[config.mk]
export PLATFORM = sky130hd
export DESIGN_NAME = qau_sqrt
export DESIGN_NICKNAME = d
export VERILOG_FILES = /design/src/rtl/core/qau_sqrt.sv
export SDC_FILE = /design/constraint.sdc
export NUM_CORES = 1
export LEC_CHECK = 0
export ABC_AREA = 1
export BUFFER_PORTS_ARGS = -buffer_cell sky130_fd_sc_hd__buf_2
export CORE_ASPECT_RATIO = 0.6
export CORE_MARGIN = 3
export CORE_UTILIZATION = 40
export CTS_CLUSTER_SIZE = 8
export DETAILED_ROUTE_END_ITERATION = 7
export PLACE_DENSITY = 0.61
export SETUP_SLACK_MARGIN = 0.3
export SLEW_MARGIN = 10
export SYNTH_ARGS = -nofsm -noshare
export SYNTH_HDL_FRONTEND = slang
export SYNTH_SLANG_ARGS = --single-unit
export TNS_END_PERCENT = 10
[constraint.sdc]
create_clock -name clk -period 7.6 [get_ports clk]
set_clock_uncertainty 0.1 [all_clocks]
set_input_delay 1.52 -clock clk [delete_from_list [all_inputs] [get_ports clk]]
set_output_delay 1.52 -clock clk [all_outputs]
set_load 0.02 [all_outputs]
[src/rtl/core/qau_sqrt.sv]
`default_nettype none

module qau_sqrt (
    input  wire logic        clk,
    input  wire logic        rst_n,
    input  wire logic        start,
    input  wire logic [63:0] value,
    output logic             done,
    output logic [31:0]      root
);

    logic [63:0] v_reg;
    logic [63:0] r_reg;
    logic [4:0]  cnt_reg;
    logic        busy_reg;
    logic        done_reg;
    logic [63:0] bit_val;
    logic [64:0] trial;

    assign bit_val = 64'd1 << {cnt_reg, 1'b0};
    assign trial   = {1'b0, r_reg} + {1'b0, bit_val};
    assign done    = done_reg;
    assign root    = r_reg[31:0];

    always_ff @(posedge clk or negedge rst_n)
    begin
        if (!rst_n)
        begin
            busy_reg <= 1'b0;
            done_reg <= 1'b0;
        end
        else
        begin
            done_reg <= 1'b0;
            if (start)
            begin
                busy_reg <= 1'b1;
            end
            else if (busy_reg && cnt_reg == 5'd0)
            begin
                busy_reg <= 1'b0;
                done_reg <= 1'b1;
            end
        end
    end

    always_ff @(posedge clk)
    begin
        if (start)
        begin
            v_reg   <= value;
            r_reg   <= 64'd0;
            cnt_reg <= 5'd31;
        end
        else if (busy_reg)
        begin
            if ({1'b0, v_reg} >= trial)
            begin
                v_reg <= v_reg - trial[63:0];
                r_reg <= (r_reg >> 1) + bit_val;
            end
            else
            begin
                r_reg <= r_reg >> 1;
            end
            cnt_reg <= cnt_reg - 5'd1;
        end
    end

endmodule

`default_nettype wire

==> results of run 1 <==
## routing by layer
layer	up-vias	GRT usage
met3	39	0.121
met1	9816	0.539
met2	1138	0.426
met5	-	0
met4	0	0.0322
li1	10000	-
## synthesized netlist by cell type, drive strengths merged (2+ instances only)
library cell / instances / share of area
nand2: 806 / 0.17
inv: 433 / 0.091
nor2: 347 / 0.073
nand3: 273 / 0.077
a21oi: 243 / 0.068
o21ai: 213 / 0.060
ha: 135 / 0.094
xor2: 75 / 0.037
dfxtp: 69 / 0.077
edfxtp: 64 / 0.11
buf: 55 / 0.021
xnor2: 46 / 0.023
clkbuf: 44 / 0.0092
nand4: 43 / 0.015
nor3: 41 / 0.012
or2: 28 / 0.0098
o21bai: 25 / 0.010
a31oi: 16 / 0.0056
nand3b: 14 / 0.0059
a21o: 13 / 0.0055
o211ai: 9 / 0.0038
a21boi: 8 / 0.0034
nor4: 8 / 0.0028
a221oi: 6 / 0.0029
o21a: 6 / 0.0025
o22ai: 5 / 0.0017
o31ai: 5 / 0.0021
a211oi: 3 / 0.0013
clkinv: 2 / 0.00042
dfrtp: 2 / 0.0028
o2111ai: 2 / 0.00098
## kinds of logic (layout without fill, tap and decap cells)
kind of cell	after synthesis	after routing	share of synthesized area
buffers and inverters	534	580	0.121
XOR/XNOR	121	121	0.0592
AND/OR/NAND/NOR	1561	1561	0.366
flip-flops	135	135	0.187
AO/OA/AOI/OAI	559	559	0.171
adder cells (fa/ha/maj)	136	136	0.0955
## worst min path at each step
| stage | end | slack (ns) | cells after the start |
|---|---|---|---|
| finish | r_reg[0]$_SDFFE_PP0P_ | 0.43 | 2 |
| global route | r_reg[0]$_SDFFE_PP0P_ | 0.47 | 2 |
| CTS | r_reg[0]$_SDFFE_PP0P_ | 0.43 | 2 |
| detailed placement | r_reg[0]$_SDFFE_PP0P_ | 0.42 | 2 |
| global placement | r_reg[0]$_SDFFE_PP0P_ | 0.41 | 2 |
| floorplan | r_reg[0]$_SDFFE_PP0P_ | 0.36 | 2 |
## final cells by class
cell class | count | area, µm² | share of cell area
Sequential cell | 135 | 3350 | 0.173
Timing Repair Buffer | 113 | 632 | 0.0327
Inverter | 435 | 1630 | 0.0844
Clock buffer | 18 | 439 | 0.0227
Multi-Input combinational cell | 2377 | 12400 | 0.640
Clock inverter | 14 | 184 | 0.00951
Tap cell | 579 | 724 | 0.0374
## repair_timing
| item | 4_1_cts | 5_1_grt |
|---|---|---|
| setup endpoints to repair | 0 | 146 |
| setup buffers | 0 | 0 |
| gates resized for setup | 0 | 5 |
## worst max-delay path: stages, from the launching register on
cell and delay (ns):
dfxtp_1 0.35, inv_1 0.14, ha_1 0.26, inv_1 0.12, nor3_2 0.45, ha_1 0.27, ha_1 0.18, nand3_1 0.11
or2_2 0.29, nand2_1 0.11, nand2_1 0.05, o21ai_1 0.37, a31oi_1 0.27, o21ai_0 0.51, xnor2_1 0.19, ha_1 0.37
a21oi_1 0.20, o21ai_0 0.15, a21oi_1 0.60, o21ai_0 0.59, a21oi_1 0.27, inv_1 0.20, nand2_1 0.10, nand2_1 0.06
or2_2 0.28, nand3_1 0.07, nand2_1 0.06
## per-stage QoR
step / hold WS, ns / area, µm² / utilization / power [mW] / setup slack [ns]
floorplan: 0.363 / 17900 / - / 5.05 / 1.30
global placement: 0.408 / 18700 / 0.427 / 6.67 / 0.610
detailed placement: 0.418 / 18700 / 0.427 / 6.68 / 0.619
CTS: 0.429 / 19300 / 0.442 / 7.66 / 0.582
global route: 0.475 / 19300 / 0.442 / 8.47 / 0.282
finish: 0.431 / 19300 / 0.442 / 7.84 / 0.624
## power by group through the flow
stage | combinational, mW | sequential (mW) | clock [mW]
6_report | 5.39 | 1.49 | 0.957
5_1_grt | 5.96 | 1.52 | 0.995
4_1_cts | 5.21 | 1.48 | 0.968
3_5_place_dp | 5.19 | 1.49 | 0
3_3_place_gp | 5.17 | 1.50 | 0
2_1_floorplan | 3.70 | 1.35 | 0
==> results.toml, run 1 <==
[grt]
first_global_vias = 18800
grt_antenna_before_repair = 0
grt_first_pass_wirelength_um = 120000
grt_max_degree = 114
grt_use_total = 0.336
grt_overflow = 0

[clocking]
cts_buffers = 17
clk_pin_slew_ns = 0.07
clk_latency_ns = 0.47
clock-root-buffer = "clkbuf_16"
cts_tree = "yes"
ctsHtreeMaxLevel = 4
cts_buffer_depth = 2
clock_sinks = 135
hold_buffers = 0

[finish]
layout-drive-gt1-share = 0.0627
fin_cells = 3671
area_growth_pct = 8.13
fin_nets = 3282
fillers = 4818
num_antenna_cells = 0
final_cell_mix = "nand2_1, inv_1, nor2_1"
layout_commonest_cell = "nand2_1"

[die]
die_w_um = 279
num_rows = 59
die_area_um2 = 47400
die_h_um = 170
io_pins = 100
initial_core_util = 0.409
core_area_um2 = 43800

[logic_synthesis]
syn_nets = 3249
syn_area_um2 = 17900
syn_area_per_cell_um2 = 5.87
yosys_most_used_dff = "dfxtp_1"
synth-edff-count = 64
async_reset_ff_frac = 0.0148
synth_seq_cells = 135
yosys_warnings = 0
ys_seq_area_frac = 0.187
ys_types = 52
synth_cells = 3046

[critical_path]
rr_startpoint = "cnt_reg[0]$_SDFFE_PP1P_"
crit_fanout = 5
arrival_ns = 7.09
r2r_end = "v_reg[37]$_DFFE_PP_"
setup.worst_path.end_class = "register"
worst_setup_path_start_kind = "register"
worstSetupPathType = "reg2reg"
critical_path_required_ns = 7.71
crit_start = "cnt_reg[0]$_SDFFE_PP1P_"
endpoint = "v_reg[37]$_DFFE_PP_"
rr_worst_depth = 26
ff2ff_setup_slack_ns = 0.62

[timing]
fin_crit_sh = 0.918
setup_viol = 0
rsz0062_at_grt = "true"
fin_tns_setup_ns = 0
slew_viol_final = 0
period_minus_slack_ns = 6.98
fmax_mhz = 143
relSlewSlack = 0.238
finalHoldViolations = 0
worst_pin_slew_ns = 1.13

[detailed_routing]
drc = 0
drt-total-wl_um = 81200
initialDrtViolationCount = 2708
wl_met1_um = 41100
num_vias = 21000
viasPerCell = 5.73
route.met2.wl_um = 28700
wl_per_cell_um = 22.1
first_pass_iters = 6
dr.max_layer_used = "met4"
ant_nets = 0
wl_met3_um = 11000

[power]
intPower_mw = 3.38
clockPowerShare = 0.122
leakage_nw = 8.47
peakVddDrop_uv = 213
combPwrFrac = 0.688
power_density_nw_per_um2 = 405
power_switching_mw = 4.46
seq_power_share = 0.190
sw_frac_of_total = 0.569

[status]
status = "finished, final reports clean"

[place]
dpl.cell_count = 3639
dp.final_hpwl_um = 66700
portBuffers = 99
gp_congestion = 1.06

[worst_hold_path]
hold_class = "reg2reg"
hp-start = "r_reg[0]$_SDFFE_PP0P_"

[job]
cap_violations = 0
(Power assumes the default switching activity.)
==> inputs of run 2 (changes only) <==
--- a/config.mk
+++ b/config.mk
@@ -9,10 +9,10 @@
 export BUFFER_PORTS_ARGS = -buffer_cell sky130_fd_sc_hd__buf_2
 export CORE_ASPECT_RATIO = 0.6
 export CORE_MARGIN = 3
-export CORE_UTILIZATION = 40
+export CORE_UTILIZATION = 50
 export CTS_CLUSTER_SIZE = 8
 export DETAILED_ROUTE_END_ITERATION = 7
-export PLACE_DENSITY = 0.61
+export PLACE_DENSITY = 0.72
 export SETUP_SLACK_MARGIN = 0.3
 export SLEW_MARGIN = 10
 export SYNTH_ARGS = -nofsm -noshare
==> results.toml, run 2 (same netlist as run 1, synthesis figures left out) <==
[critical_path]
path_depth = 29
worstSetupPathType = "reg2reg"
rr_worst_depth = 29
crit_family = "simple AND/OR/NAND/NOR gates"
critPathMaxStageDelay_ns = 0.64
arrival_ns = 7.12
critical_path_required_ns = 7.82
crit_fanout = 63
worst_setup_path_start_kind = "register"
crit_slowest_cell = "buf_4"
setup.worst_path.end_class = "register"
cp_num_buf_inv = 5

[timing]
rsz0062_at_grt = "false"
postLayoutSetupSlackWorst_ns = 0.693
slew_viol_final = 0
fin_crit_sh = 0.909
fin_tns_setup_ns = 0
period_minus_slack_ns = 6.91
setup_viol = 0
finalHoldViolations = 0
relSlewSlack = 0.337
fmax_mhz = 145
worst_pin_slew_ns = 0.986

[clocking]
clock-root-buffer = "clkbuf_16"
clk_latency_ns = 0.46
cts_tree = "yes"
cts_resized = 0
hold_buffers = 0
cts_buffer_depth = 2
clk_pin_slew_ns = 0.08
ctsHtreeMaxLevel = 4
cts_buffers = 17
cts_setup_buffers = 0
clock_sinks = 135

[die]
die_h_um = 153
core_area_um2 = 34500
initial_core_util = 0.519
io_pins = 100
num_rows = 52
die_w_um = 250
die_area_um2 = 38200

[finish]
final_cell_mix = "nand2_1, inv_1, nor2_1"
layout-drive-gt1-share = 0.0627
layout_commonest_cell = "nand2_1"
design_area_um2 = 19200
fin_nets = 3283
area_growth_pct = 7.29

[place]
portBuffers = 99
place_ws_ns = 1.13
gp_congestion = 1.13
placed_cell_area_um2 = 18600
dp.final_hpwl_um = 61400

[power]
power_density_nw_per_um2 = 405
leakage_nw = 8.47
power.total_mw = 7.77
peakVddDrop_uv = 291

[grt]
grt_antenna_before_repair = 2
grt_use_total = 0.378
grt_first_pass_wirelength_um = 112000
grt_overflow = 0
first_global_vias = 18500
grt_max_degree = 69

[status]
violations = "DRC"
status = "finished, violations left"

[worst_hold_path]
hold_depth = 2
hold_class = "reg2reg"

[detailed_routing]
viasPerCell = 6.00
ant_nets = 0
num_vias = 21300
drt-total-wl_um = 75100
initialDrtViolationCount = 3574
wl_per_cell_um = 21.1
first_pass_iters = 8
drc = 6

[job]
cap_violations = 0
## run 2: cell count changes in the layout (fill, tap and decap cells not counted), sizes merged
cell | before | now
clkbuf | 18 | 20
diode | 0 | 1
bufinv | 3 | 2
buf | 113 | 114
clkinvlp | 0 | 1
inv | 444 | 442
## run 2: final cells by class
cell class,instances,area [µm²]
inverters,435,1630
clock buffers,20,480
multi-input cells,2377,12400
flip-flops and latches,135,3350
well taps,459,574
fillers,3531,15300
clock inverters,12,154
repair buffers,114,623
diodes,1,2.50
## run 2: final timing paths
check	startpoint	to	slack [ns]
worst max-delay path	cnt_reg[0]$_SDFFE_PP1P_	r_reg[14]$_SDFFE_PP0P_	0.69
worst min-delay path	r_reg[0]$_SDFFE_PP0P_	r_reg[0]$_SDFFE_PP0P_	0.44
worst max register to register	cnt_reg[0]$_SDFFE_PP1P_	r_reg[14]$_SDFFE_PP0P_	0.69
worst min register to register	r_reg[0]$_SDFFE_PP0P_	r_reg[0]$_SDFFE_PP0P_	0.44
max in group asynchronous	rst_n	busy_reg$_DFFE_PN0P_	6.55
min in group asynchronous	rst_n	busy_reg$_DFFE_PN0P_	0.73
## run 2: worst reg2reg max path, delay by kind of cell, from the launching register on
family | cells | cell delay (ns)
AO/OA/AOI/OAI | 7 | 1.86
XOR/XNOR | 1 | 0.46
adder cells (fa/ha/maj) | 3 | 0.90
buffers and inverters | 5 | 1.14
flip-flops | 1 | 0.34
AND/OR/NAND/NOR | 13 | 1.97
## run 2: where the power goes
group,internal [mW],switching [mW]
Clock,0.537,0.416
Combinational,1.67,3.67
Sequential,1.16,0.318
Total,3.37,4.40
## run 2: routing by layer
metal	part of all wire	vias to the layer above	track usage
met4	0.012	0	0.0540
met1	0.46	9729	0.592
met2	0.35	1464	0.471
met5	0	-	0
met3	0.18	78	0.160
li1	-	10000	-
## run 2: metrics by stage
step	utilization	instances	hold WS, ns
floorplan	-	3046	0.363
global placement	0.538	3520	0.399
detailed placement	0.538	3520	0.418
CTS	0.557	3552	0.430
global route	0.557	3553	0.441
finish	0.557	3553	0.440
