`config.mk`:
```
export PLATFORM = sky130hd
export DESIGN_NAME = qau_mul
export DESIGN_NICKNAME = d
export VERILOG_FILES = /design/src/rtl/core/qau_pkg.sv /design/src/rtl/core/qau_mul.sv
export SDC_FILE = /design/constraint.sdc
export NUM_CORES = 2
export LEC_CHECK = 0
export BUFFER_PORTS_ARGS = -buffer_cell sky130_fd_sc_hd__clkbuf_2
export CAP_MARGIN = 10
export CORE_MARGIN = 5
export CORE_UTILIZATION = 40
export CTS_BUF_LIST = sky130_fd_sc_hd__clkbuf_16
export CTS_CLUSTER_DIAMETER = 100
export DETAILED_ROUTE_END_ITERATION = 10
export GPL_TIMING_DRIVEN = 0
export PLACE_DENSITY = 0.6
export SLEW_MARGIN = 10
export SYNTH_ARGS = -nofsm -noshare
export SYNTH_HDL_FRONTEND = slang
export SYNTH_SLANG_ARGS = --single-unit
export TNS_END_PERCENT = 30
```
`constraint.sdc`:
```
create_clock -name clk -period 13 [get_ports clk]
set_clock_uncertainty 0.05 [all_clocks]
set_input_delay 2.6 -clock clk [delete_from_list [all_inputs] [get_ports clk]]
set_output_delay 2.6 -clock clk [all_outputs]
set_load 0.02 [all_outputs]
```
`src/rtl/core/qau_pkg.sv`:
```
`default_nettype none

package qau_pkg;

    localparam int QFB              = 30;
    localparam int CORDIC_STEPS_DEF = 16;
    localparam logic [31:0] RATE_SCALE_RST = 32'd216931;

    localparam int ACC_W    = 64;
    localparam int OPND_W   = 33;
    localparam int CORD_W   = 40;
    localparam int ANGLE_W  = 16;
    localparam int H_SH     = 33 - QFB;
    localparam int MAT_SH   = 2 * QFB - 30;
    localparam int DIV_BITS = QFB + 1;
    localparam int ATAN_N   = 30;

    localparam logic [3:0] OP_Q0 = 4'd0;
    localparam logic [3:0] OP_Q1 = 4'd1;
    localparam logic [3:0] OP_Q2 = 4'd2;
    localparam logic [3:0] OP_Q3 = 4'd3;
    localparam logic [3:0] OP_H0 = 4'd4;
    localparam logic [3:0] OP_H1 = 4'd5;
    localparam logic [3:0] OP_H2 = 4'd6;
    localparam logic [3:0] OP_P0 = 4'd7;
    localparam logic [3:0] OP_P1 = 4'd8;
    localparam logic [3:0] OP_P2 = 4'd9;
    localparam logic [3:0] OP_P3 = 4'd10;
    localparam logic [3:0] OP_T13 = 4'd11;
    localparam logic [3:0] OP_GX = 4'd12;
    localparam logic [3:0] OP_GY = 4'd13;
    localparam logic [3:0] OP_GZ = 4'd14;
    localparam logic [3:0] OP_RS = 4'd15;

    localparam logic [5:0] U_H_BEG   = 6'd0;
    localparam logic [5:0] U_H_END   = 6'd2;
    localparam logic [5:0] U_UPD_BEG = 6'd3;
    localparam logic [5:0] U_UPD_END = 6'd14;
    localparam logic [5:0] U_SQR_BEG = 6'd15;
    localparam logic [5:0] U_SQR_END = 6'd18;
    localparam logic [5:0] U_MAT_BEG = 6'd19;
    localparam logic [5:0] U_MAT_END = 6'd32;
    localparam logic [5:0] U_T13     = 6'd33;

    typedef struct packed {
        logic [3:0] a;
        logic [3:0] b;
        logic [2:0] dst;
        logic       neg;
    } uop_t;

    function automatic uop_t uop(input logic [5:0] idx);
        uop_t u;
        u = '{a: OP_Q0, b: OP_Q0, dst: 3'd0, neg: 1'b0};
        unique case (idx)
            6'd0:  u = '{a: OP_GX, b: OP_RS, dst: 3'd0, neg: 1'b0};
            6'd1:  u = '{a: OP_GY, b: OP_RS, dst: 3'd1, neg: 1'b0};
            6'd2:  u = '{a: OP_GZ, b: OP_RS, dst: 3'd2, neg: 1'b0};
            6'd3:  u = '{a: OP_Q1, b: OP_H0, dst: 3'd0, neg: 1'b1};
            6'd4:  u = '{a: OP_Q2, b: OP_H1, dst: 3'd0, neg: 1'b1};
            6'd5:  u = '{a: OP_Q3, b: OP_H2, dst: 3'd0, neg: 1'b1};
            6'd6:  u = '{a: OP_Q0, b: OP_H0, dst: 3'd1, neg: 1'b0};
            6'd7:  u = '{a: OP_Q2, b: OP_H2, dst: 3'd1, neg: 1'b0};
            6'd8:  u = '{a: OP_Q3, b: OP_H1, dst: 3'd1, neg: 1'b1};
            6'd9:  u = '{a: OP_Q0, b: OP_H1, dst: 3'd2, neg: 1'b0};
            6'd10: u = '{a: OP_Q1, b: OP_H2, dst: 3'd2, neg: 1'b1};
            6'd11: u = '{a: OP_Q3, b: OP_H0, dst: 3'd2, neg: 1'b0};
            6'd12: u = '{a: OP_Q0, b: OP_H2, dst: 3'd3, neg: 1'b0};
            6'd13: u = '{a: OP_Q1, b: OP_H1, dst: 3'd3, neg: 1'b0};
            6'd14: u = '{a: OP_Q2, b: OP_H0, dst: 3'd3, neg: 1'b1};
            6'd15: u = '{a: OP_P0, b: OP_P0, dst: 3'd4, neg: 1'b0};
            6'd16: u = '{a: OP_P1, b: OP_P1, dst: 3'd4, neg: 1'b0};
            6'd17: u = '{a: OP_P2, b: OP_P2, dst: 3'd4, neg: 1'b0};
            6'd18: u = '{a: OP_P3, b: OP_P3, dst: 3'd4, neg: 1'b0};
            6'd19: u = '{a: OP_Q0, b: OP_Q0, dst: 3'd0, neg: 1'b0};
            6'd20: u = '{a: OP_Q1, b: OP_Q1, dst: 3'd0, neg: 1'b0};
            6'd21: u = '{a: OP_Q2, b: OP_Q2, dst: 3'd0, neg: 1'b1};
            6'd22: u = '{a: OP_Q3, b: OP_Q3, dst: 3'd0, neg: 1'b1};
            6'd23: u = '{a: OP_Q1, b: OP_Q2, dst: 3'd1, neg: 1'b0};
            6'd24: u = '{a: OP_Q0, b: OP_Q3, dst: 3'd1, neg: 1'b0};
            6'd25: u = '{a: OP_Q1, b: OP_Q3, dst: 3'd2, neg: 1'b0};
            6'd26: u = '{a: OP_Q0, b: OP_Q2, dst: 3'd2, neg: 1'b1};
            6'd27: u = '{a: OP_Q2, b: OP_Q3, dst: 3'd3, neg: 1'b0};
            6'd28: u = '{a: OP_Q0, b: OP_Q1, dst: 3'd3, neg: 1'b0};
            6'd29: u = '{a: OP_Q0, b: OP_Q0, dst: 3'd4, neg: 1'b0};
            6'd30: u = '{a: OP_Q1, b: OP_Q1, dst: 3'd4, neg: 1'b1};
            6'd31: u = '{a: OP_Q2, b: OP_Q2, dst: 3'd4, neg: 1'b1};
            6'd32: u = '{a: OP_Q3, b: OP_Q3, dst: 3'd4, neg: 1'b0};
            6'd33: u = '{a: OP_T13, b: OP_T13, dst: 3'd0, neg: 1'b0};
            default: u = '{a: OP_Q0, b: OP_Q0, dst: 3'd0, neg: 1'b0};
        endcase
        return u;
    endfunction

    function automatic logic [31:0] atan_entry(input logic [4:0] i);
        logic [31:0] v;
        v = 32'd0;
        unique case (i)
            5'd0:  v = 32'd536870912;
            5'd1:  v = 32'd316933406;
            5'd2:  v = 32'd167458907;
            5'd3:  v = 32'd85004756;
            5'd4:  v = 32'd42667331;
            5'd5:  v = 32'd21354465;
            5'd6:  v = 32'd10679838;
            5'd7:  v = 32'd5340245;
            5'd8:  v = 32'd2670163;
            5'd9:  v = 32'd1335087;
            5'd10: v = 32'd667544;
            5'd11: v = 32'd333772;
            5'd12: v = 32'd166886;
            5'd13: v = 32'd83443;
            5'd14: v = 32'd41722;
            5'd15: v = 32'd20861;
            5'd16: v = 32'd10430;
            5'd17: v = 32'd5215;
            5'd18: v = 32'd2608;
            5'd19: v = 32'd1304;
            5'd20: v = 32'd652;
            5'd21: v = 32'd326;
            5'd22: v = 32'd163;
            5'd23: v = 32'd81;
            5'd24: v = 32'd41;
            5'd25: v = 32'd20;
            5'd26: v = 32'd10;
            5'd27: v = 32'd5;
            5'd28: v = 32'd3;
            5'd29: v = 32'd1;
            default: v = 32'd0;
        endcase
        return v;
    endfunction

endpackage

`default_nettype wire

```
`src/rtl/core/qau_mul.sv`:
```
`default_nettype none

module qau_mul (
    input  wire logic                              clk,
    input  wire logic                              en,
    input  wire logic signed [qau_pkg::OPND_W-1:0] a,
    input  wire logic signed [qau_pkg::OPND_W-1:0] b,
    output logic signed [qau_pkg::ACC_W-1:0]       prod
);

    logic signed [2*qau_pkg::OPND_W-1:0] full;
    logic signed [qau_pkg::ACC_W-1:0]    prod_reg;

    assign full = a * b;
    assign prod = prod_reg;

    always_ff @(posedge clk)
    begin
        if (en)
        begin
            prod_reg <= full[qau_pkg::ACC_W-1:0];
        end
    end

endmodule

`default_nettype wire

```
==> qor.csv <==
stage,metric,value,unit
clock_tree,Post-CTS Setup Bufs,0,
clock_tree,htree depth,3,
final_layout,"commonest non-fill, non-tap cell in the layout",fa_1,
clock_tree,CTS root buffer,clkbuf_16,
detailed_routing,final WL,149000,µm
die,die area,106900,µm²
final_layout,Area growth syn-to-layout,6.676,%
sta,RSZ-0062 raised after global routing,false,
worst_setup_path,Required @ worst endpoint,13.05,ns
sta,Max-slew headroom,0.09288,
worst_setup_path,critical path class,in2reg,
yosys,adder-cell share of the synthesized area,0.6265,
die,Die W,327.0,µm
yosys,largest family of logic cells by synthesized area,adder cells,
yosys,Synth Register Bits,64,
final_layout,max reg flops,64,
hold_path,Hold Crit Class,in2reg,
yosys,mux cell area share after synthesis,0.0002491,
detailed_routing,via count,30037,
clock_tree,PostCTS Resize Cnt,0,
yosys,ys async rst share,0,
worst_setup_path,Startpoint Class,input port,
detailed_routing,Via density,5.305,
sta,setup violators final,0,
sta,final hold vios,0,
yosys,Compound-Gate Fraction of Synth Area,0.03201,
worst_setup_path,CP Launch Point,b[10],
yosys,sequential share of the synthesized area,0.04783,
yosys,library cells used by synthesis,57,
final_layout,Layout fillers,10003,
clock_tree,CTS tree,yes,
yosys,Synth Cell Area,40180,µm²
outcome,status,"finished, final reports clean",
job,max_cap viols,0,
clock_tree,clock sink count,64,
detailed_routing,Residual DRC,0,
yosys,Mapped Cells,4207,
global_route,largest net degree at the start of global routing,56,
final_layout,Final Cell Area,42870,µm²
die,I/O pin count,132,
sta,Slew @ Worst Pin,1.361,ns
die,Starting Density,0.4024,
final_layout,layout net count,5755,
yosys,Synth Area in XOR/XNOR,0.01656,
clock_tree,hold_buf cts,0,
yosys,number of flops mapped to enable cells by yosys,64,
die,row cnt,116,
yosys,Syn. warnings,0,
clock_tree,CTS Buffer Depth,2,
hold_path,Worst Hold Launch,en,
worst_setup_path,"Arr. time, crit path",12.07,ns
global_route,Total GRT Usage,0.2821,
placement,Inst Count DP,5637,
global_route,initial antenna violation count,26,
final_layout,Register Area,1922,µm²
yosys,Syn Area/Cell,9.552,µm²
sta,FMAX,83.19,MHz
detailed_routing,Starting DRT DRC Count,2559,
yosys,syn nets,5612,
detailed_routing,ANT nets after route,0,
clock_tree,Num CTS Buffers,9,
sta,Tcrit/Tclk final,0.9247,
detailed_routing,Detailed Routing Iterations Pass 1,6,
sta,Tmin final,12.02,ns
global_route,gr ovfl total,0,
final_layout,fin cells,5662,
yosys,Synth Area in Simple Gates,0.1547,
sta,setup_tns,0,ns
final_layout,share of cells above drive strength 1,0.03582,
die,Core ar.,99860,µm²
global_route,vias in the first global route,32669,
global_route,first-pass GRT wire length,217200,µm
sta,Slew Limit Fails,0,
worst_setup_path,CP max FO,10,
placement,GPL Wtd Cong,1.034,
worst_setup_path,endpoint type of the worst setup path,flop,
clock_tree,register clock-pin slew on the reported worst setup and hold paths,0.06,ns
placement,port buffer count,131,
yosys,Synth Flop Type,edfxtp_1,
worst_setup_path,Setup crit end,prod[60],
final_layout,multi-input logic area,33350,µm²
placement,Post-DP Area,42490,µm²
final_layout,most frequent cells in the layout,"fa_1 (1125), inv_1 (1086), and2_1 (548)",
detailed_routing,DR WL/cell,26.32,µm
die,die height,327.0,µm
placement,HPWL Detailed,126100,µm
worst min path at each step:
| stage | cells past startpoint | endpoint |
|---|---|---|
| detailed placement | 1 | prod[60] |
| finish | 1 | prod[55] |
| CTS | 1 | prod[60] |
| global route | 1 | prod[55] |
| floorplan | 0 | prod[0] |
| global placement | 1 | prod[45] |
per-layer routing:
layer,global-route usage,vias up,share of wire,wire length (µm)
met5,0,-,0.00022,33
met4,0.1659,6,0.077,11460
met3,0.06051,424,0.092,13710
met2,0.4496,1525,0.46,68360
met1,0.3562,15782,0.37,55440
li1,-,12300,-,-
cell families (layout without fill, tap and decap cells):
group                    Yosys count  count (layout)
AO/OA/AOI/OAI                    200             200
XOR/XNOR                          76              76
adder cells (fa/ha/maj)         1337            1337
buffers and inverters           1308            1456
flip-flops                        64              64
multiplexers                       1               1
other                              0               9
AND/OR/NAND/NOR                 1221            1221
worst max-delay path, cell delays in order:
cell and delay [ns]:
clkbuf_2 0.40, clkbuf_1 1.05, nand2_1 0.19, fa_1 0.54, fa_1 0.54, fa_1 0.55, inv_1 0.05, fa_1 0.49
inv_1 0.05, fa_1 0.52, inv_1 0.05, fa_1 0.47, fa_1 0.49, inv_1 0.05, fa_1 0.48, inv_1 0.10
ha_1 0.28, clkbuf_1 0.22, a211oi_1 0.24, o21ai_0 0.18, a221oi_1 0.70, o2bb2ai_1 0.29, nor3b_2 0.56, o211ai_1 0.31
a211o_1 0.38, nand4_1 0.12, o311ai_2 0.10
area by class of cell:
cell class,instances,area share
Antenna cell,9,0.0005254
Sequential cell,64,0.04483
Multi-Input combinational cell,2835,0.7781
Tap cell,1298,0.03789
Timing Repair Buffer,132,0.01600
Inverter,1086,0.09510
Buffer,222,0.01944
Clock inverter,7,0.002919
Clock buffer,9,0.005254
per-stage QoR:
step | util | setup slack [ns] | hold slack, ns
3_5_place_dp | 0.4255 | 0.7510 | 2.933
2_1_floorplan | - | 2.949 | 2.663
4_1_cts | 0.4291 | 1.131 | 2.544
5_1_grt | 0.4291 | 0.7730 | 2.559
6_report | 0.4293 | 0.9794 | 2.562
3_3_place_gp | 0.4252 | 0.7654 | 3.006
Yosys cell counts (6+ instances only):
cell / count / area share
fa_1: 1125 / 0.56
inv_1: 1086 / 0.10
and2_1: 548 / 0.085
nand2_1: 547 / 0.051
clkbuf_1: 222 / 0.021
ha_1: 212 / 0.066
a21oi_1: 69 / 0.0086
edfxtp_1: 64 / 0.048
xnor2_1: 55 / 0.012
nor2b_1: 32 / 0.0050
o21ai_0: 29 / 0.0036
xor2_1: 21 / 0.0046
a21o_1: 18 / 0.0034
nand3_1: 18 / 0.0022
nor2_1: 18 / 0.0017
o21a_1: 18 / 0.0034
nand4_1: 12 / 0.0019
nor3_1: 11 / 0.0014
nand2b_1: 9 / 0.0014
a211oi_1: 8 / 0.0015
o211ai_1: 7 / 0.0013
o21bai_1: 7 / 0.0013
a31oi_1: 6 / 0.00093
and3_1: 6 / 0.00093
o21ai_1: 6 / 0.00075
Power is left out: the tool's default activity adds up to more than one toggle a clock period on the data nets, which glitch-free logic cannot reach.
