**config.mk**
```make
export PLATFORM = sky130hd
export DESIGN_NAME = qau_div
export DESIGN_NICKNAME = d
export VERILOG_FILES = /design/src/rtl/core/qau_pkg.sv /design/src/rtl/core/qau_div.sv
export SDC_FILE = /design/constraint.sdc
export NUM_CORES = 1
export LEC_CHECK = 0
export BUFFER_PORTS_ARGS = -buffer_cell sky130_fd_sc_hd__buf_2
export CORE_MARGIN = 1
export CORE_UTILIZATION = 55
export DETAILED_ROUTE_END_ITERATION = 12
export PLACE_DENSITY = 0.77
export SLEW_MARGIN = 25
export SYNTH_ARGS = -nofsm -noshare
export SYNTH_HDL_FRONTEND = slang
export SYNTH_SLANG_ARGS = --single-unit
```
**constraint.sdc**
```tcl
create_clock -name clk -period 7.05 [get_ports clk]
set_input_delay 0.3525 -clock clk [delete_from_list [all_inputs] [get_ports clk]]
set_output_delay 0.3525 -clock clk [all_outputs]
set_load 0.05 [all_outputs]
```
**src/rtl/core/qau_pkg.sv**
```systemverilog
`default_nettype none

package qau_pkg;

    localparam int QFB              = 30;
    localparam int CORDIC_STEPS_DEF = 16;
    localparam logic [31:0] RATE_SCALE_RST = 32'd216931;

    localparam int ACC_W    = 64;
    localparam int OPND_W   = 33;
    localparam int CORD_W   = 40;
    localparam int ANGLE_W  = 16;
    localparam int H_SH     = 33 - QFB;
    localparam int MAT_SH   = 2 * QFB - 30;
    localparam int DIV_BITS = QFB + 1;
    localparam int ATAN_N   = 30;

    localparam logic [3:0] OP_Q0 = 4'd0;
    localparam logic [3:0] OP_Q1 = 4'd1;
    localparam logic [3:0] OP_Q2 = 4'd2;
    localparam logic [3:0] OP_Q3 = 4'd3;
    localparam logic [3:0] OP_H0 = 4'd4;
    localparam logic [3:0] OP_H1 = 4'd5;
    localparam logic [3:0] OP_H2 = 4'd6;
    localparam logic [3:0] OP_P0 = 4'd7;
    localparam logic [3:0] OP_P1 = 4'd8;
    localparam logic [3:0] OP_P2 = 4'd9;
    localparam logic [3:0] OP_P3 = 4'd10;
    localparam logic [3:0] OP_T13 = 4'd11;
    localparam logic [3:0] OP_GX = 4'd12;
    localparam logic [3:0] OP_GY = 4'd13;
    localparam logic [3:0] OP_GZ = 4'd14;
    localparam logic [3:0] OP_RS = 4'd15;

    localparam logic [5:0] U_H_BEG   = 6'd0;
    localparam logic [5:0] U_H_END   = 6'd2;
    localparam logic [5:0] U_UPD_BEG = 6'd3;
    localparam logic [5:0] U_UPD_END = 6'd14;
    localparam logic [5:0] U_SQR_BEG = 6'd15;
    localparam logic [5:0] U_SQR_END = 6'd18;
    localparam logic [5:0] U_MAT_BEG = 6'd19;
    localparam logic [5:0] U_MAT_END = 6'd32;
    localparam logic [5:0] U_T13     = 6'd33;

    typedef struct packed {
        logic [3:0] a;
        logic [3:0] b;
        logic [2:0] dst;
        logic       neg;
    } uop_t;

    function automatic uop_t uop(input logic [5:0] idx);
        uop_t u;
        u = '{a: OP_Q0, b: OP_Q0, dst: 3'd0, neg: 1'b0};
        unique case (idx)
            6'd0:  u = '{a: OP_GX, b: OP_RS, dst: 3'd0, neg: 1'b0};
            6'd1:  u = '{a: OP_GY, b: OP_RS, dst: 3'd1, neg: 1'b0};
            6'd2:  u = '{a: OP_GZ, b: OP_RS, dst: 3'd2, neg: 1'b0};
            6'd3:  u = '{a: OP_Q1, b: OP_H0, dst: 3'd0, neg: 1'b1};
            6'd4:  u = '{a: OP_Q2, b: OP_H1, dst: 3'd0, neg: 1'b1};
            6'd5:  u = '{a: OP_Q3, b: OP_H2, dst: 3'd0, neg: 1'b1};
            6'd6:  u = '{a: OP_Q0, b: OP_H0, dst: 3'd1, neg: 1'b0};
            6'd7:  u = '{a: OP_Q2, b: OP_H2, dst: 3'd1, neg: 1'b0};
            6'd8:  u = '{a: OP_Q3, b: OP_H1, dst: 3'd1, neg: 1'b1};
            6'd9:  u = '{a: OP_Q0, b: OP_H1, dst: 3'd2, neg: 1'b0};
            6'd10: u = '{a: OP_Q1, b: OP_H2, dst: 3'd2, neg: 1'b1};
            6'd11: u = '{a: OP_Q3, b: OP_H0, dst: 3'd2, neg: 1'b0};
            6'd12: u = '{a: OP_Q0, b: OP_H2, dst: 3'd3, neg: 1'b0};
            6'd13: u = '{a: OP_Q1, b: OP_H1, dst: 3'd3, neg: 1'b0};
            6'd14: u = '{a: OP_Q2, b: OP_H0, dst: 3'd3, neg: 1'b1};
            6'd15: u = '{a: OP_P0, b: OP_P0, dst: 3'd4, neg: 1'b0};
            6'd16: u = '{a: OP_P1, b: OP_P1, dst: 3'd4, neg: 1'b0};
            6'd17: u = '{a: OP_P2, b: OP_P2, dst: 3'd4, neg: 1'b0};
            6'd18: u = '{a: OP_P3, b: OP_P3, dst: 3'd4, neg: 1'b0};
            6'd19: u = '{a: OP_Q0, b: OP_Q0, dst: 3'd0, neg: 1'b0};
            6'd20: u = '{a: OP_Q1, b: OP_Q1, dst: 3'd0, neg: 1'b0};
            6'd21: u = '{a: OP_Q2, b: OP_Q2, dst: 3'd0, neg: 1'b1};
            6'd22: u = '{a: OP_Q3, b: OP_Q3, dst: 3'd0, neg: 1'b1};
            6'd23: u = '{a: OP_Q1, b: OP_Q2, dst: 3'd1, neg: 1'b0};
            6'd24: u = '{a: OP_Q0, b: OP_Q3, dst: 3'd1, neg: 1'b0};
            6'd25: u = '{a: OP_Q1, b: OP_Q3, dst: 3'd2, neg: 1'b0};
            6'd26: u = '{a: OP_Q0, b: OP_Q2, dst: 3'd2, neg: 1'b1};
            6'd27: u = '{a: OP_Q2, b: OP_Q3, dst: 3'd3, neg: 1'b0};
            6'd28: u = '{a: OP_Q0, b: OP_Q1, dst: 3'd3, neg: 1'b0};
            6'd29: u = '{a: OP_Q0, b: OP_Q0, dst: 3'd4, neg: 1'b0};
            6'd30: u = '{a: OP_Q1, b: OP_Q1, dst: 3'd4, neg: 1'b1};
            6'd31: u = '{a: OP_Q2, b: OP_Q2, dst: 3'd4, neg: 1'b1};
            6'd32: u = '{a: OP_Q3, b: OP_Q3, dst: 3'd4, neg: 1'b0};
            6'd33: u = '{a: OP_T13, b: OP_T13, dst: 3'd0, neg: 1'b0};
            default: u = '{a: OP_Q0, b: OP_Q0, dst: 3'd0, neg: 1'b0};
        endcase
        return u;
    endfunction

    function automatic logic [31:0] atan_entry(input logic [4:0] i);
        logic [31:0] v;
        v = 32'd0;
        unique case (i)
            5'd0:  v = 32'd536870912;
            5'd1:  v = 32'd316933406;
            5'd2:  v = 32'd167458907;
            5'd3:  v = 32'd85004756;
            5'd4:  v = 32'd42667331;
            5'd5:  v = 32'd21354465;
            5'd6:  v = 32'd10679838;
            5'd7:  v = 32'd5340245;
            5'd8:  v = 32'd2670163;
            5'd9:  v = 32'd1335087;
            5'd10: v = 32'd667544;
            5'd11: v = 32'd333772;
            5'd12: v = 32'd166886;
            5'd13: v = 32'd83443;
            5'd14: v = 32'd41722;
            5'd15: v = 32'd20861;
            5'd16: v = 32'd10430;
            5'd17: v = 32'd5215;
            5'd18: v = 32'd2608;
            5'd19: v = 32'd1304;
            5'd20: v = 32'd652;
            5'd21: v = 32'd326;
            5'd22: v = 32'd163;
            5'd23: v = 32'd81;
            5'd24: v = 32'd41;
            5'd25: v = 32'd20;
            5'd26: v = 32'd10;
            5'd27: v = 32'd5;
            5'd28: v = 32'd3;
            5'd29: v = 32'd1;
            default: v = 32'd0;
        endcase
        return v;
    endfunction

endpackage

`default_nettype wire

```
**src/rtl/core/qau_div.sv**
```systemverilog
`default_nettype none

module qau_div (
    input  wire logic                          clk,
    input  wire logic                          rst_n,
    input  wire logic                          start,
    input  wire logic [63:0]                   num,
    input  wire logic [32:0]                   den,
    output logic                               done,
    output logic [qau_pkg::DIV_BITS-1:0]       quo
);

    localparam int CW = $clog2(qau_pkg::DIV_BITS);

    logic [63:0]                   rem_reg;
    logic [63:0]                   dsh_reg;
    logic [qau_pkg::DIV_BITS-1:0]  quo_reg;
    logic [CW-1:0]                 cnt_reg;
    logic                          busy_reg;
    logic                          done_reg;

    assign done = done_reg;
    assign quo  = quo_reg;

    always_ff @(posedge clk or negedge rst_n)
    begin
        if (!rst_n)
        begin
            busy_reg <= 1'b0;
            done_reg <= 1'b0;
        end
        else
        begin
            done_reg <= 1'b0;
            if (start)
            begin
                busy_reg <= 1'b1;
            end
            else if (busy_reg && cnt_reg == '0)
            begin
                busy_reg <= 1'b0;
                done_reg <= 1'b1;
            end
        end
    end

    always_ff @(posedge clk)
    begin
        if (start)
        begin
            rem_reg <= num;
            dsh_reg <= 64'(den) << (qau_pkg::DIV_BITS - 1);
            quo_reg <= '0;
            cnt_reg <= CW'(qau_pkg::DIV_BITS - 1);
        end
        else if (busy_reg)
        begin
            if (rem_reg >= dsh_reg)
            begin
                rem_reg <= rem_reg - dsh_reg;
                quo_reg <= {quo_reg[qau_pkg::DIV_BITS-2:0], 1'b1};
            end
            else
            begin
                quo_reg <= {quo_reg[qau_pkg::DIV_BITS-2:0], 1'b0};
            end
            dsh_reg <= dsh_reg >> 1;
            cnt_reg <= cnt_reg - CW'(1);
        end
    end

endmodule

`default_nettype wire

```
==> out/results.tsv <==
stage	metric	value	unit
critical_path	path_class	reg -> reg	
floorplan	core	19020	um2
hold_path	hold_path_class	in -> reg	
clock_network	post_cts_buffers	0	
yosys	yosysMostFrequentCell	nand2_1	
route	drt_wl_total	25610	um
finish	fin_cells	1613	
route	drc	0	
floorplan	die-area	20230	um2
global_routing	grt_remaining_overflow	0	
yosys	async_reset_ff_frac	0.01212	
yosys	synthTopCellsByCount	nand2_1, nor2_1, o21ai_0	
global_routing	grt_start_max_net_pins	93	
critical_path	reg2reg_depth	14	
finish	layout.nets	1504	
floorplan	num_rows	50	
yosys	synth_area_per_cell	8.632	um2
clock_network	path_clk_slew	0.08	ns
placed_design	hpwl	18450	um
sta	slew_headroom	0.3593	
critical_path	arrival	4.44	ns
job	max_cap_violations	0	
yosys	synth_area	10820	um2
clock_network	clk-insertion-delay-late	0.45	ns
yosys	synth_top_area_cell	edfxtp_1	
critical_path	path_max_fanout	40	
floorplan	die_h	142.2	um
placed_design	gp_congestion	0.9012	
yosys	synth_flop_cell	edfxtp_1	
yosys	syn_nets	1418	
sta	min_period	4.358	ns
floorplan	die_w	142.2	um
sta	tns	0	ns
yosys	synth-seq-area-share	0.3961	
route	firstDrtPassIters	6	
sta	worstMarginPinSlew	0.9610	ns
global_routing	grt_pass1_wl	41290	um
sta	finalHoldViolations	0	
critical_path	critPathLaunchType	register	
critical_path	r2r_setup_slack	2.69	ns
sta	max_clock_freq	229.5	MHz
critical_path	cp-end-kind	register	
sta	drv_slew	0	
pwr	peakVddDrop	192.8	uV
pwr	power_density	410.9	nW/um2
route	ant_nets	0	
pwr	p_leak	5.611	nW
clock_network	cts_tree	yes	
route	drt_iter0_drc	594	
route	wl_per_cell	15.88	um
finish	drive_gt1_frac	0.1450	
placed_design	place_ws	2.717	ns
sta	finalCritPeriodShare	0.6181	
sta	rsz0062_at_grt	no	
clock_network	clock_sinks	165	
hold_path	hold_path_depth	3	
clock_network	ctsLongestPathBuffers	2	
placed_design	io_buffers	131	
floorplan	ioPinCount	132	
placed_design	placed_cells	1579	
critical_path	required	7.13	ns
yosys	synth-seq-cells	165	
route	routed_via_density	5.772	
floorplan	initial_core_util	0.5687	
run_status	status	complete, no violations	
sta	setup_viol	0	
yosys	synth_top_area_share	0.2693	
finish	largest_reg_flops	64	
route	vias	9310	
global_routing	grt_pass1_vias	8774	
yosys	synth_cells	1253	
clock_network	cts.htree.levels	4	
global_routing	groute.usage.overall	0.2570	
yosys	synth.area.top_cells	edfxtp_1, dfxtp_1, ha_1	
global_routing	antenna_found_initial	1	
yosys	yosys_warnings	0	
sta	clock-skew-final	0.01228	ns
yosys	synth-edff-count	97	
finish	area_growth	12.89	%
clock_network	cts_buffers	17	
sta	worst_slack	2.692	ns
clock_network	cts-root-buf	clkbuf_16	
yosys	synth.distinct_cells	78	
==> cell type report <==
class | instances | area [um2]
fillers | 1672 | 6809
repair buffers | 138 | 716.9
well taps | 260 | 325.3
diodes | 1 | 2.502
inverters | 83 | 311.5
clock inverters | 15 | 178.9
multi-input cells | 934 | 5961
flip-flops and latches | 165 | 4288
clock buffers | 17 | 425.4
==> cells in the final DEF, fill, tap and decap left out, drive strengths merged, types with 3 or more instances in the layout <==
master	netlist	layout
or3	5	5
o21a	6	6
xnor2	26	26
and3	11	11
nand2	189	189
nor4	4	4
mux2	3	3
clkinv	0	6
clkbuf	56	17
a211o	3	3
a21o	36	36
o211ai	8	8
o22ai	4	4
a221oi	3	3
a21boi	5	5
o21bai	17	17
xor2	20	20
dfxtp	66	66
nor2	121	121
nand2b	6	6
o21ai	110	110
nand4	26	26
a31oi	17	17
nor3b	4	4
inv	83	92
buf	15	137
a21oi	83	83
a2111oi	5	5
edfxtp	97	97
o31ai	11	11
ha	64	64
o311ai	3	3
nand3	16	16
nor3	20	20
mux2i	62	62
and2	8	8
a311oi	8	8
nor2b	6	6
==> critical path, stage by stage (launching register included) <==
cell       delay, ns
edfxtp_1        0.33
inv_1           0.05
ha_1            0.21
inv_1           0.07
fa_1            0.22
a21o_1          0.14
a311oi_1        0.13
or4_4           0.54
a21boi_2        0.23
o41ai_4         0.13
a21boi_2        0.19
nor3_1          0.07
a2bb2oi_1       0.18
a31oi_4         0.82
buf_4           0.64
==> timing repair <==
item / 4_1_cts / 5_1_grt
resized for setup: 0 / 0
endpoints found under the hold margin: 2 / 0
hold buffers: 1 / 0
==> final timing paths <==
check                           startpoint          end
max in group asynchronous            rst_n     busy_reg
worst max register to register  rem_reg[0]  rem_reg[22]
worst min register to register  cnt_reg[4]         done
worst min-delay path               den[24]  dsh_reg[54]
worst max-delay path            rem_reg[0]  rem_reg[22]
min in group asynchronous            rst_n     busy_reg
==> per-layer routing <==
layer  track usage  vias up  share of wire
met4       0.09677        0          0.019
met1        0.3238     4365           0.44
met2        0.4368      283           0.48
met3       0.04812       32          0.054
met5             0        -              0
li1              -     4630              -
==> power breakdown <==
group	switching (mW)	internal, mW
Clock	0.474	0.484
Sequential	0.0834	1.33
Combinational	1.63	1.02
Total	2.18	2.83
==> cells by family after synthesis <==
logic type,share of synthesized area
fa+ha+maj,0.07589
xor+xnor,0.03725
mux,0.06050
buf+inv,0.05426
compound gates,0.2011
simple gates,0.1749
flops,0.3961
==> stage by stage <==
| step | utilization | power, mW | hold slack, ns | instance area (um2) |
|---|---|---|---|---|
| after floorplan | - | 3.464 | 0.05691 | 10820 |
| after global placement | 0.6095 | 3.967 | 0.1386 | 11590 |
| after detailed placement | 0.6095 | 4.010 | 0.1397 | 11590 |
| after CTS | 0.6418 | 4.987 | 0.1725 | 12210 |
| after global routing | 0.6420 | 5.365 | 0.1815 | 12210 |
| final | 0.6420 | 5.017 | 0.1822 | 12210 |
Power figures use the tool's default switching activity.
